File: config.mk
export PLATFORM = sky130hd
export DESIGN_NAME = rational_arith_reduce_core
export DESIGN_NICKNAME = d
export VERILOG_FILES = /design/src/rtl/rar_pkg.sv /design/src/rtl/rational_arith_reduce_core.sv /design/src/rtl/rar_mul.sv /design/src/rtl/rar_gcd.sv /design/src/rtl/rar_div.sv
export SDC_FILE = /design/constraint.sdc
export NUM_CORES = 2
export LEC_CHECK = 0
export ABC_AREA = 1
export ABC_CLOCK_PERIOD_IN_PS = 10850
export BUFFER_PORTS_ARGS = -buffer_cell sky130_fd_sc_hd__buf_2
export CAP_MARGIN = 20
export CORE_MARGIN = 4
export CORE_UTILIZATION = 35
export CTS_BUF_LIST = sky130_fd_sc_hd__clkbuf_4 sky130_fd_sc_hd__clkbuf_8
export DETAILED_ROUTE_END_ITERATION = 8
export GPL_ROUTABILITY_DRIVEN = 0
export HOLD_SLACK_MARGIN = 0.03
export PLACE_DENSITY = 0.57
export SETUP_SLACK_MARGIN = 0.15
export SLEW_MARGIN = 30
export SYNTH_ARGS = -nofsm -noshare
export SYNTH_HDL_FRONTEND = slang
export SYNTH_SLANG_ARGS = --single-unit
File: constraint.sdc
create_clock -name i_clk -period 10.85 [get_ports i_clk]
set_clock_uncertainty 0.1 [all_clocks]
set_input_delay 1.085 -clock i_clk [delete_from_list [all_inputs] [get_ports i_clk]]
set_output_delay 1.085 -clock i_clk [all_outputs]
set_load 0.02 [all_outputs]
File: src/rtl/rar_pkg.sv
// ----------------------------------------------------------------------------
// Rational arithmetic reduce - shared package
// Operation codes, sequencer states and field widths used by the core and
// its iterative arithmetic units.
// ----------------------------------------------------------------------------
`default_nettype none

package rar_pkg;

    localparam int OPND_W = 16;            // input operand width
    localparam int PROD_W = 2 * OPND_W;    // multiplier product width
    localparam int SUM_W  = PROD_W + 1;    // cross-product sum width
    localparam int MAG_W  = 32;            // magnitude width for gcd / divide
    localparam int NUM_W  = 32;            // result numerator width
    localparam int DEN_W  = 30;            // result denominator width
    localparam int KIND_W = 3;
    localparam int SHIFT_W = $clog2(MAG_W);        // trailing-zero count
    localparam int DIV_CNT_W = $clog2(MAG_W) + 1;  // divider step count

    typedef enum logic [KIND_W-1:0] {
        KIND_ADD = 3'd0,
        KIND_SUB = 3'd1,
        KIND_MUL = 3'd2,
        KIND_DIV = 3'd3,
        KIND_RED = 3'd4
    } t_kind;

    typedef enum logic [7:0] {
        ST_IDLE = 8'b0000_0001,
        ST_MUL  = 8'b0000_0010,
        ST_SUM  = 8'b0000_0100,
        ST_CHK  = 8'b0000_1000,
        ST_GCD  = 8'b0001_0000,
        ST_DIVN = 8'b0010_0000,
        ST_DIVD = 8'b0100_0000,
        ST_FIN  = 8'b1000_0000
    } t_state;

    localparam logic signed [OPND_W-1:0] OPND_ONE  = OPND_W'(1);
    localparam logic signed [OPND_W-1:0] OPND_ZERO = '0;
    localparam logic [NUM_W-1:0] NUM_POS_SAT = {1'b0, {(NUM_W-1){1'b1}}};
    localparam logic [NUM_W-1:0] NUM_NEG_SAT = {1'b1, {(NUM_W-1){1'b0}}};
    localparam logic [DEN_W-1:0] DEN_SAT     = {DEN_W{1'b1}};

endpackage

`default_nettype wire

File: src/rtl/rational_arith_reduce_core.sv
// ----------------------------------------------------------------------------
// Rational arithmetic reduce - top level
// Adds, subtracts, multiplies or divides two signed 16-bit fractions, or
// reduces the first one, and returns the result in lowest terms.
//
// Input channel i_in_valid / o_in_ready carries kind and the four operands;
// output channel o_out_valid / i_out_ready carries the reduced numerator,
// the denominator and the zero-denominator flag. One result per transaction.
// The three cross products go through one shared registered multiplier.
// A zero denominator or zero numerator is answered from the check state
// without the gcd. Otherwise an iterative binary gcd (one shift or
// subtract per cycle) is followed by two restoring divisions in one
// shared divider; the gcd loop is the only part whose run time varies
// with the operands.
// One item is in work at a time: o_in_ready is high only when the sequencer
// is idle. The result sits in an output register, so a new transaction is
// taken while the previous result waits; if the receiver still stalls when
// the next result is done, the sequencer holds it until the register frees.
// Reset clears the sequencer and drops any pending result.
// ----------------------------------------------------------------------------
`default_nettype none

module rational_arith_reduce_core (
    input  wire logic                                i_clk,
    input  wire logic                                i_rst_n,
    input  wire logic                                i_in_valid,
    output logic                                     o_in_ready,
    input  wire logic        [rar_pkg::KIND_W-1:0]   i_kind,
    input  wire logic signed [rar_pkg::OPND_W-1:0]   i_a_num,
    input  wire logic signed [rar_pkg::OPND_W-1:0]   i_a_den,
    input  wire logic signed [rar_pkg::OPND_W-1:0]   i_b_num,
    input  wire logic signed [rar_pkg::OPND_W-1:0]   i_b_den,
    output logic                                     o_out_valid,
    input  wire logic                                i_out_ready,
    output logic signed      [rar_pkg::NUM_W-1:0]    o_result_num,
    output logic             [rar_pkg::DEN_W-1:0]    o_result_den,
    output logic                                     o_zero_den
);

    rar_pkg::t_state r_state, n_state;
    logic [1:0]      r_step, n_step;

    rar_pkg::t_kind                   r_kind, n_kind;
    logic signed [rar_pkg::OPND_W-1:0] r_an, n_an, r_ad, n_ad;
    logic signed [rar_pkg::OPND_W-1:0] r_bn, n_bn, r_bd, n_bd;
    logic signed [rar_pkg::PROD_W-1:0] r_m1, n_m1, r_m2, n_m2, r_m3, n_m3;
    logic signed [rar_pkg::SUM_W-1:0]  r_num, n_num;
    logic signed [rar_pkg::PROD_W-1:0] r_den, n_den;
    logic                              r_neg, n_neg;
    logic [rar_pkg::MAG_W-1:0]         r_un, n_un, r_ud, n_ud, r_qn, n_qn;

    logic [rar_pkg::NUM_W-1:0]         r_res_num, n_res_num;
    logic [rar_pkg::DEN_W-1:0]         r_res_den, n_res_den;
    logic                              r_res_zd, n_res_zd;

    logic                              r_out_valid, n_out_valid;
    logic [rar_pkg::NUM_W-1:0]         r_out_num, n_out_num;
    logic [rar_pkg::DEN_W-1:0]         r_out_den, n_out_den;
    logic                              r_out_zd, n_out_zd;

    logic signed [rar_pkg::OPND_W-1:0] w_ma, w_mb;
    logic signed [rar_pkg::PROD_W-1:0] w_prod;
    logic                              w_gcd_start, w_gcd_done;
    logic [rar_pkg::MAG_W-1:0]         w_gcd_g;
    logic                              w_div_start, w_div_done;
    logic [rar_pkg::MAG_W-1:0]         w_div_dividend, w_div_q;
    logic signed [rar_pkg::SUM_W-1:0]  w_num_abs;
    logic signed [rar_pkg::PROD_W-1:0] w_den_abs;
    logic [rar_pkg::NUM_W-1:0]         w_num_sat;
    logic [rar_pkg::NUM_W-1:0]         w_qn_signed;
    logic                              w_in_acc;
    logic                              w_out_free;

    assign w_in_acc   = i_in_valid && o_in_ready;
    assign w_out_free = !r_out_valid || i_out_ready;

    // operand select for the shared multiplier: step 0 first product,
    // step 1 second product (zero unless add or subtract), step 2 denominator
    always_comb begin
        w_ma = r_ad;
        w_mb = r_bd;
        unique case (r_step)
            2'd0: begin
                w_ma = r_an;
                unique case (r_kind)
                    rar_pkg::KIND_ADD, rar_pkg::KIND_SUB,
                    rar_pkg::KIND_DIV: w_mb = r_bd;
                    rar_pkg::KIND_MUL: w_mb = r_bn;
                    default:           w_mb = rar_pkg::OPND_ONE;
                endcase
            end
            2'd1: begin
                if (r_kind == rar_pkg::KIND_ADD || r_kind == rar_pkg::KIND_SUB) begin
                    w_ma = r_bn;
                    w_mb = r_ad;
                end else begin
                    w_ma = rar_pkg::OPND_ZERO;
                    w_mb = rar_pkg::OPND_ZERO;
                end
            end
            default: begin
                w_ma = r_ad;
                unique case (r_kind)
                    rar_pkg::KIND_ADD, rar_pkg::KIND_SUB,
                    rar_pkg::KIND_MUL: w_mb = r_bd;
                    rar_pkg::KIND_DIV: w_mb = r_bn;
                    default:           w_mb = rar_pkg::OPND_ONE;
                endcase
            end
        endcase
    end

    rar_mul u_mul (
        .i_clk (i_clk),
        .i_a   (w_ma),
        .i_b   (w_mb),
        .o_p   (w_prod)
    );

    // the gcd loads in the check state, so feed it the magnitudes directly
    rar_gcd u_gcd (
        .i_clk   (i_clk),
        .i_rst_n (i_rst_n),
        .i_start (w_gcd_start),
        .i_a     (w_num_abs[rar_pkg::MAG_W-1:0]),
        .i_b     (w_den_abs[rar_pkg::MAG_W-1:0]),
        .o_done  (w_gcd_done),
        .o_g     (w_gcd_g)
    );

    assign w_div_dividend = (r_state == rar_pkg::ST_GCD) ? r_un : r_ud;

    rar_div u_div (
        .i_clk      (i_clk),
        .i_rst_n    (i_rst_n),
        .i_start    (w_div_start),
        .i_dividend (w_div_dividend),
        .i_divisor  (w_gcd_g),
        .o_done     (w_div_done),
        .o_q        (w_div_q)
    );

    assign w_num_abs = r_num[rar_pkg::SUM_W-1] ? -r_num : r_num;
    assign w_den_abs = r_den[rar_pkg::PROD_W-1] ? -r_den : r_den;

    // clamp the unreduced numerator into the result field
    always_comb begin
        priority if (!r_num[rar_pkg::SUM_W-1] && r_num[rar_pkg::SUM_W-2]) begin
            w_num_sat = rar_pkg::NUM_POS_SAT;
        end else if (r_num[rar_pkg::SUM_W-1] && !r_num[rar_pkg::SUM_W-2]) begin
            w_num_sat = rar_pkg::NUM_NEG_SAT;
        end else begin
            w_num_sat = r_num[rar_pkg::NUM_W-1:0];
        end
    end

    assign w_qn_signed = r_neg ? -r_qn
                       : (r_qn[rar_pkg::NUM_W-1] ? rar_pkg::NUM_POS_SAT : r_qn);

    assign w_gcd_start = (r_state == rar_pkg::ST_CHK) && (r_den != '0) && (r_num != '0);
    assign w_div_start = ((r_state == rar_pkg::ST_GCD) || (r_state == rar_pkg::ST_DIVN))
                         && ((r_state == rar_pkg::ST_GCD) ? w_gcd_done : w_div_done);

    always_comb begin
        n_state     = r_state;
        n_step      = r_step;
        n_kind      = r_kind;
        n_an        = r_an;
        n_ad        = r_ad;
        n_bn        = r_bn;
        n_bd        = r_bd;
        n_m1        = r_m1;
        n_m2        = r_m2;
        n_m3        = r_m3;
        n_num       = r_num;
        n_den       = r_den;
        n_neg       = r_neg;
        n_un        = r_un;
        n_ud        = r_ud;
        n_qn        = r_qn;
        n_res_num   = r_res_num;
        n_res_den   = r_res_den;
        n_res_zd    = r_res_zd;
        n_out_valid = r_out_valid;
        n_out_num   = r_out_num;
        n_out_den   = r_out_den;
        n_out_zd    = r_out_zd;

        // drop the result once the receiver takes it
        if (r_out_valid && i_out_ready) begin
            n_out_valid = 1'b0;
        end

        unique case (r_state)
            rar_pkg::ST_IDLE: begin
                if (w_in_acc) begin
                    n_kind  = rar_pkg::t_kind'(i_kind);
                    n_an    = i_a_num;
                    n_ad    = i_a_den;
                    n_bn    = i_b_num;
                    n_bd    = i_b_den;
                    n_step  = '0;
                    n_state = rar_pkg::ST_MUL;
                end
            end
            rar_pkg::ST_MUL: begin
                unique case (r_step)
                    2'd1:    n_m1 = w_prod;
                    2'd2:    n_m2 = w_prod;
                    2'd3:    n_m3 = w_prod;
                    default: ;
                endcase
                n_step = r_step + 1'b1;
                if (r_step == 2'd3) begin
                    n_state = rar_pkg::ST_SUM;
                end
            end
            rar_pkg::ST_SUM: begin
                if (r_kind == rar_pkg::KIND_SUB) begin
                    n_num = rar_pkg::SUM_W'(r_m1) - rar_pkg::SUM_W'(r_m2);
                end else begin
                    n_num = rar_pkg::SUM_W'(r_m1) + rar_pkg::SUM_W'(r_m2);
                end
                n_den   = r_m3;
                n_state = rar_pkg::ST_CHK;
            end
            rar_pkg::ST_CHK: begin
                priority if (r_den == '0) begin
                    n_res_num = w_num_sat;
                    n_res_den = '0;
                    n_res_zd  = 1'b1;
                    n_state   = rar_pkg::ST_FIN;
                end else if (r_num == '0) begin
                    n_res_num = '0;
                    n_res_den = rar_pkg::DEN_W'(1);
                    n_res_zd  = 1'b0;
                    n_state   = rar_pkg::ST_FIN;
                end else begin
                    n_neg   = r_num[rar_pkg::SUM_W-1] ^ r_den[rar_pkg::PROD_W-1];
                    n_un    = w_num_abs[rar_pkg::MAG_W-1:0];
                    n_ud    = w_den_abs[rar_pkg::MAG_W-1:0];
                    n_state = rar_pkg::ST_GCD;
                end
            end
            rar_pkg::ST_GCD: begin
                if (w_gcd_done) begin
                    n_state = rar_pkg::ST_DIVN;
                end
            end
            rar_pkg::ST_DIVN: begin
                if (w_div_done) begin
                    n_qn    = w_div_q;
                    n_state = rar_pkg::ST_DIVD;
                end
            end
            rar_pkg::ST_DIVD: begin
                if (w_div_done) begin
                    n_res_num = w_qn_signed;
                    n_res_den = (w_div_q[rar_pkg::MAG_W-1:rar_pkg::DEN_W] != '0)
                              ? rar_pkg::DEN_SAT : w_div_q[rar_pkg::DEN_W-1:0];
                    n_res_zd  = 1'b0;
                    n_state   = rar_pkg::ST_FIN;
                end
            end
            rar_pkg::ST_FIN: begin
                // hold the result until the output register frees
                if (w_out_free) begin
                    n_out_valid = 1'b1;
                    n_out_num   = r_res_num;
                    n_out_den   = r_res_den;
                    n_out_zd    = r_res_zd;
                    n_state     = rar_pkg::ST_IDLE;
                end
            end
            default: begin
                n_state = rar_pkg::ST_IDLE;
            end
        endcase
    end

    always_ff @(posedge i_clk) begin
        if (!i_rst_n) begin
            r_state     <= rar_pkg::ST_IDLE;
            r_step      <= '0;
            r_out_valid <= 1'b0;
        end else begin
            r_state     <= n_state;
            r_step      <= n_step;
            r_out_valid <= n_out_valid;
        end
        r_kind    <= n_kind;
        r_an      <= n_an;
        r_ad      <= n_ad;
        r_bn      <= n_bn;
        r_bd      <= n_bd;
        r_m1      <= n_m1;
        r_m2      <= n_m2;
        r_m3      <= n_m3;
        r_num     <= n_num;
        r_den     <= n_den;
        r_neg     <= n_neg;
        r_un      <= n_un;
        r_ud      <= n_ud;
        r_qn      <= n_qn;
        r_res_num <= n_res_num;
        r_res_den <= n_res_den;
        r_res_zd  <= n_res_zd;
        r_out_num <= n_out_num;
        r_out_den <= n_out_den;
        r_out_zd  <= n_out_zd;
    end

    assign o_in_ready   = (r_state == rar_pkg::ST_IDLE);
    assign o_out_valid  = r_out_valid;
    assign o_result_num = r_out_num;
    assign o_result_den = r_out_den;
    assign o_zero_den   = r_out_zd;

endmodule

`default_nettype wire

File: src/rtl/rar_mul.sv
// ----------------------------------------------------------------------------
// Rational arithmetic reduce - registered signed multiplier
// One 16x16 signed product per cycle, result registered.
// ----------------------------------------------------------------------------
`default_nettype none

module rar_mul (
    input  wire logic                               i_clk,
    input  wire logic signed [rar_pkg::OPND_W-1:0]  i_a,
    input  wire logic signed [rar_pkg::OPND_W-1:0]  i_b,
    output logic signed      [rar_pkg::PROD_W-1:0]  o_p
);

    logic signed [rar_pkg::PROD_W-1:0] r_p;

    always_ff @(posedge i_clk) begin
        r_p <= i_a * i_b;
    end

    assign o_p = r_p;

endmodule

`default_nettype wire

File: src/rtl/rar_gcd.sv
// ----------------------------------------------------------------------------
// Rational arithmetic reduce - binary gcd unit
// Iterative binary gcd of two nonzero magnitudes, one shift or one
// subtract per cycle. o_done pulses for one cycle with o_g valid.
// ----------------------------------------------------------------------------
`default_nettype none

module rar_gcd (
    input  wire logic                       i_clk,
    input  wire logic                       i_rst_n,
    input  wire logic                       i_start,
    input  wire logic [rar_pkg::MAG_W-1:0]  i_a,
    input  wire logic [rar_pkg::MAG_W-1:0]  i_b,
    output logic                            o_done,
    output logic      [rar_pkg::MAG_W-1:0]  o_g
);

    logic                         r_busy, n_busy;
    logic                         r_done, n_done;
    logic [rar_pkg::MAG_W-1:0]    r_a, n_a;
    logic [rar_pkg::MAG_W-1:0]    r_b, n_b;
    logic [rar_pkg::SHIFT_W-1:0]  r_k, n_k;
    logic [rar_pkg::MAG_W-1:0]    r_g, n_g;

    always_comb begin
        n_busy = r_busy;
        n_done = 1'b0;
        n_a    = r_a;
        n_b    = r_b;
        n_k    = r_k;
        n_g    = r_g;
        if (i_start) begin
            n_busy = 1'b1;
            n_a    = i_a;
            n_b    = i_b;
            n_k    = '0;
        end else if (r_busy) begin
            priority if (r_b == '0) begin
                n_g    = r_a << r_k;
                n_done = 1'b1;
                n_busy = 1'b0;
            end else if (!r_a[0] && !r_b[0]) begin
                n_a = r_a >> 1;
                n_b = r_b >> 1;
                n_k = r_k + 1'b1;
            end else if (!r_a[0]) begin
                n_a = r_a >> 1;
            end else if (!r_b[0]) begin
                n_b = r_b >> 1;
            end else if (r_a > r_b) begin
                // both odd: keep the smaller, difference is even
                n_a = r_b;
                n_b = r_a - r_b;
            end else begin
                n_b = r_b - r_a;
            end
        end
    end

    always_ff @(posedge i_clk) begin
        if (!i_rst_n) begin
            r_busy <= 1'b0;
            r_done <= 1'b0;
        end else begin
            r_busy <= n_busy;
            r_done <= n_done;
        end
        r_a <= n_a;
        r_b <= n_b;
        r_k <= n_k;
        r_g <= n_g;
    end

    assign o_done = r_done;
    assign o_g    = r_g;

endmodule

`default_nettype wire

File: src/rtl/rar_div.sv
// ----------------------------------------------------------------------------
// Rational arithmetic reduce - restoring divider
// Unsigned 32-bit restoring division, one quotient bit per cycle.
// o_done pulses for one cycle with o_q valid. Divisor must be nonzero.
// ----------------------------------------------------------------------------
`default_nettype none

module rar_div (
    input  wire logic                       i_clk,
    input  wire logic                       i_rst_n,
    input  wire logic                       i_start,
    input  wire logic [rar_pkg::MAG_W-1:0]  i_dividend,
    input  wire logic [rar_pkg::MAG_W-1:0]  i_divisor,
    output logic                            o_done,
    output logic      [rar_pkg::MAG_W-1:0]  o_q
);

    localparam int W = rar_pkg::MAG_W;

    logic                             r_busy, n_busy;
    logic                             r_done, n_done;
    logic [rar_pkg::DIV_CNT_W-1:0]    r_cnt, n_cnt;
    logic [W-1:0]                     r_q, n_q;
    logic [W-1:0]                     r_r, n_r;
    logic [W-1:0]                     r_d, n_d;
    logic [W:0]                       w_sh;
    logic [W:0]                       w_diff;
    logic                             w_fit;

    assign w_sh   = {r_r, r_q[W-1]};
    assign w_fit  = w_sh >= {1'b0, r_d};
    assign w_diff = w_sh - {1'b0, r_d};

    always_comb begin
        n_busy = r_busy;
        n_done = 1'b0;
        n_cnt  = r_cnt;
        n_q    = r_q;
        n_r    = r_r;
        n_d    = r_d;
        if (i_start) begin
            n_busy = 1'b1;
            n_cnt  = '0;
            n_q    = i_dividend;
            n_r    = '0;
            n_d    = i_divisor;
        end else if (r_busy) begin
            // remainder stays below the divisor, so W bits hold it
            n_r   = w_fit ? w_diff[W-1:0] : w_sh[W-1:0];
            n_q   = {r_q[W-2:0], w_fit};
            n_cnt = r_cnt + 1'b1;
            if (r_cnt == rar_pkg::DIV_CNT_W'(W - 1)) begin
                n_busy = 1'b0;
                n_done = 1'b1;
            end
        end
    end

    always_ff @(posedge i_clk) begin
        if (!i_rst_n) begin
            r_busy <= 1'b0;
            r_done <= 1'b0;
            r_cnt  <= '0;
        end else begin
            r_busy <= n_busy;
            r_done <= n_done;
            r_cnt  <= n_cnt;
        end
        r_q <= n_q;
        r_r <= n_r;
        r_d <= n_d;
    end

    assign o_done = r_done;
    assign o_q    = r_q;

endmodule

`default_nettype wire

==> impl_metrics.csv <==
group,metric,value,unit
setup_path,required,11.39,ns
run,maxCapViolCount,0,
sta,worst_pin_slew,1.02,ns
sta,min_period_over_period,0.765,
setup_path,rrSetupSlack,2.55,ns
cells_and_area,final_cell_mix,"nand2_1 (1472), inv_1 (910), edfxtp_1 (611)",
detailed_routing,detail-route-antenna-nets,0,
setup_path,path_class,"reg2reg",
min_path,hold_end,"u_div.r_d[24]$_DFFE_PP_",
clock_network,hold_buffers,0,
clock_network,clk_transition_reported_paths,0.06,ns
clock_network,clk_latency,0.85,ns
setup_path,reg2reg_depth,28,
synth,postSynthAreaPerCell,8.43,um2
min_path,holdPathStages,0,
cells_and_area,nNetsFinal,6539,
sta,relSlewSlack,0.316,
detailed_routing,vias,40022,
detailed_routing,firstDrtPassIters,8,
cells_and_area,drive_gt1_frac,0.0760,
floorplan,die_y,384,um
clock_network,postCtsSetupBuffers,0,
setup_path,cp-end-kind,"flop",
detailed_routing,drcViolationCount,0,
cells_and_area,largest_reg_flops,33,
clock_network,cts_num_sinks,701,
sta,setup_viol,0,
detailed_routing,avgRoutedWirePerCell,18.6,um
placed_design,place_area,52100,um2
floorplan,die_w,384,um
clock_network,cts_buffers,116,
clock_network,cts_root_buf,"clkbuf_8",
grt,grt_use_total,0.198,
detailed_routing,drt-total-wl,148000,um
synth,ys_seq_area_frac,0.407,
placed_design,port_buffers,135,
placed_design,dp_hpwl,117000,um
floorplan,coreArea,140000,um2
clock_network,cts_resized,0,
grt,grt_pass1_wl,228000,um
cells_and_area,layout_commonest_cell,"nand2_1",
clock_network,cts_buffer_depth,3,
sta,fin_tns_setup,0,ns
sta,fmax,120,MHz
sta,slew_viol_final,0,
cells_and_area,multi_input_area,25100,um2
floorplan,initial_core_util,0.353,
synth,yosysWarnings,0,
cells_and_area,final.fill_count,14219,
synth,synth_area,49500,um2
detailed_routing,avgViaCountPerCell,5.03,
sta,fin_crit,8.30,ns
cells_and_area,area_delta_synth_final,10.6,%
setup_path,crit-reg2reg-launch,"r_step[1]$_SDFFE_PN0P_",
clock_network,cts_tree,"yes",
grt,grt_pass1_vias,39034,
floorplan,die_area,147000,um2
setup_path,cp-start-kind,"flop",
cells_and_area,stdcell_area,54700,um2
synth,synth_fp_nets,6425,
min_path,hold_class,"reg2reg",
sta,hold_violations,0,
grt,antenna_found_initial,2,
synth,async_flop_share,0,
synth,syn_inst,5866,
cells_and_area,post-route-util,0.391,
cells_and_area,regMostFlops,"r_num",
min_path,worstHoldStart,"u_gcd.o_g[24]$_DFFE_PP_",
synth,yosysUniqueCellTypes,54,
setup_path,r2r_end,"u_mul.o_p[31]$_DFF_P_",
setup_path,arrival,8.84,ns
grt,grt_overflow_total,0,
setup_path,cp_slowest_cell,"fa_1",
grt,grt_max_degree,80,
detailed_routing,drtIter0Drc,3436,
floorplan,row_count,137,
cells_and_area,seqCellArea,20200,um2
sta,rsz0062_at_grt,"no",
floorplan,ios,136,
setup_path,path_max_fanout,17,
synth,synth_top_flop_cell,"edfxtp_1",
setup_path,cp_slowest_stage_delay,0.79,ns
synth,yosys_register_bits,701,
clock_network,cts_max_level,3,
outcome,status,"complete, no violations",
synth,synth_edf_count,611,
worst max-delay path: cells and delay by family (launching register included):
kind / cells / cell delay [ns]
adder cells (fa/ha/maj): 8 / 3.88
AO/OA/AOI/OAI: 2 / 0.35
AND/OR/NAND/NOR: 11 / 2.51
buffers and inverters: 7 / 0.97
flip-flops: 1 / 0.34
metrics by stage:
stage	cells	setup slack (ns)	hold slack, ns
2_1_floorplan	5866	3.13	0.300
3_3_place_gp	7735	2.45	0.304
3_5_place_dp	7737	2.32	0.305
4_1_cts	7955	2.29	0.257
5_1_grt	7957	1.92	0.269
6_report	7957	2.55	0.268
per-layer routing:
metal	GRT usage	share of wire	up-vias
met2	0.316	0.45	1610
met1	0.274	0.45	18867
met4	0.0670	0.035	0
li1	-	-	19263
met3	0.0296	0.070	282
met5	0	0	-
layout make-up:
cell class              count  area share
inverters                 936      0.0642
flip-flops and latches    701       0.368
clock buffers             166      0.0372
well taps                1876      0.0429
repair buffers            186      0.0197
multi-input cells        4039       0.458
diodes                      1   0.0000457
clock inverters            52      0.0101
cell families (layout without fill, tap and decap cells):
| family | count (synthesis) | in the layout | share of synthesized area |
|---|---|---|---|
| simple gates | 2643 | 2643 | 0.220 |
| buf+inv | 1126 | 1340 | 0.0881 |
| flops | 701 | 701 | 0.407 |
| compound gates | 685 | 685 | 0.0807 |
| fa+ha+maj | 488 | 488 | 0.164 |
| xor+xnor | 208 | 208 | 0.0368 |
| mux | 15 | 15 | 0.00303 |
| other cells | 0 | 1 | 0 |
synthesized netlist by cell type (all sizes together) (99+ instances only):
| master | number | area (um2) |
|---|---|---|
| nand2 | 1477 | 5550 |
| inv | 929 | 3490 |
| edfxtp | 611 | 18300 |
| nor2 | 606 | 2300 |
| nand3 | 316 | 1580 |
| o21ai | 283 | 1420 |
| fa | 266 | 5330 |
| ha | 222 | 2780 |
| a21oi | 188 | 941 |
| xor2 | 152 | 1330 |
| clkbuf | 115 | 452 |
| nor3 | 99 | 527 |
how the worst max path moves through the flow:
stage,start,end,slack [ns]
after floorplan,r_state[5]$_SDFFE_PN0P_,r_state[0]$_SDFFE_PN1P_,3.13
after global placement,r_step[1]$_SDFFE_PN0P_,u_mul.o_p[31]$_DFF_P_,2.45
after detailed placement,r_step[1]$_SDFFE_PN0P_,u_mul.o_p[31]$_DFF_P_,2.32
after CTS,r_step[1]$_SDFFE_PN0P_,u_mul.o_p[31]$_DFF_P_,2.29
after global routing,r_kind[2]$_DFFE_PP_,u_mul.o_p[31]$_DFF_P_,1.92
final,r_step[1]$_SDFFE_PN0P_,u_mul.o_p[31]$_DFF_P_,2.55
Power is left out: the tool's default activity adds up to more than one toggle a clock period on the data nets, which glitch-free logic cannot reach.
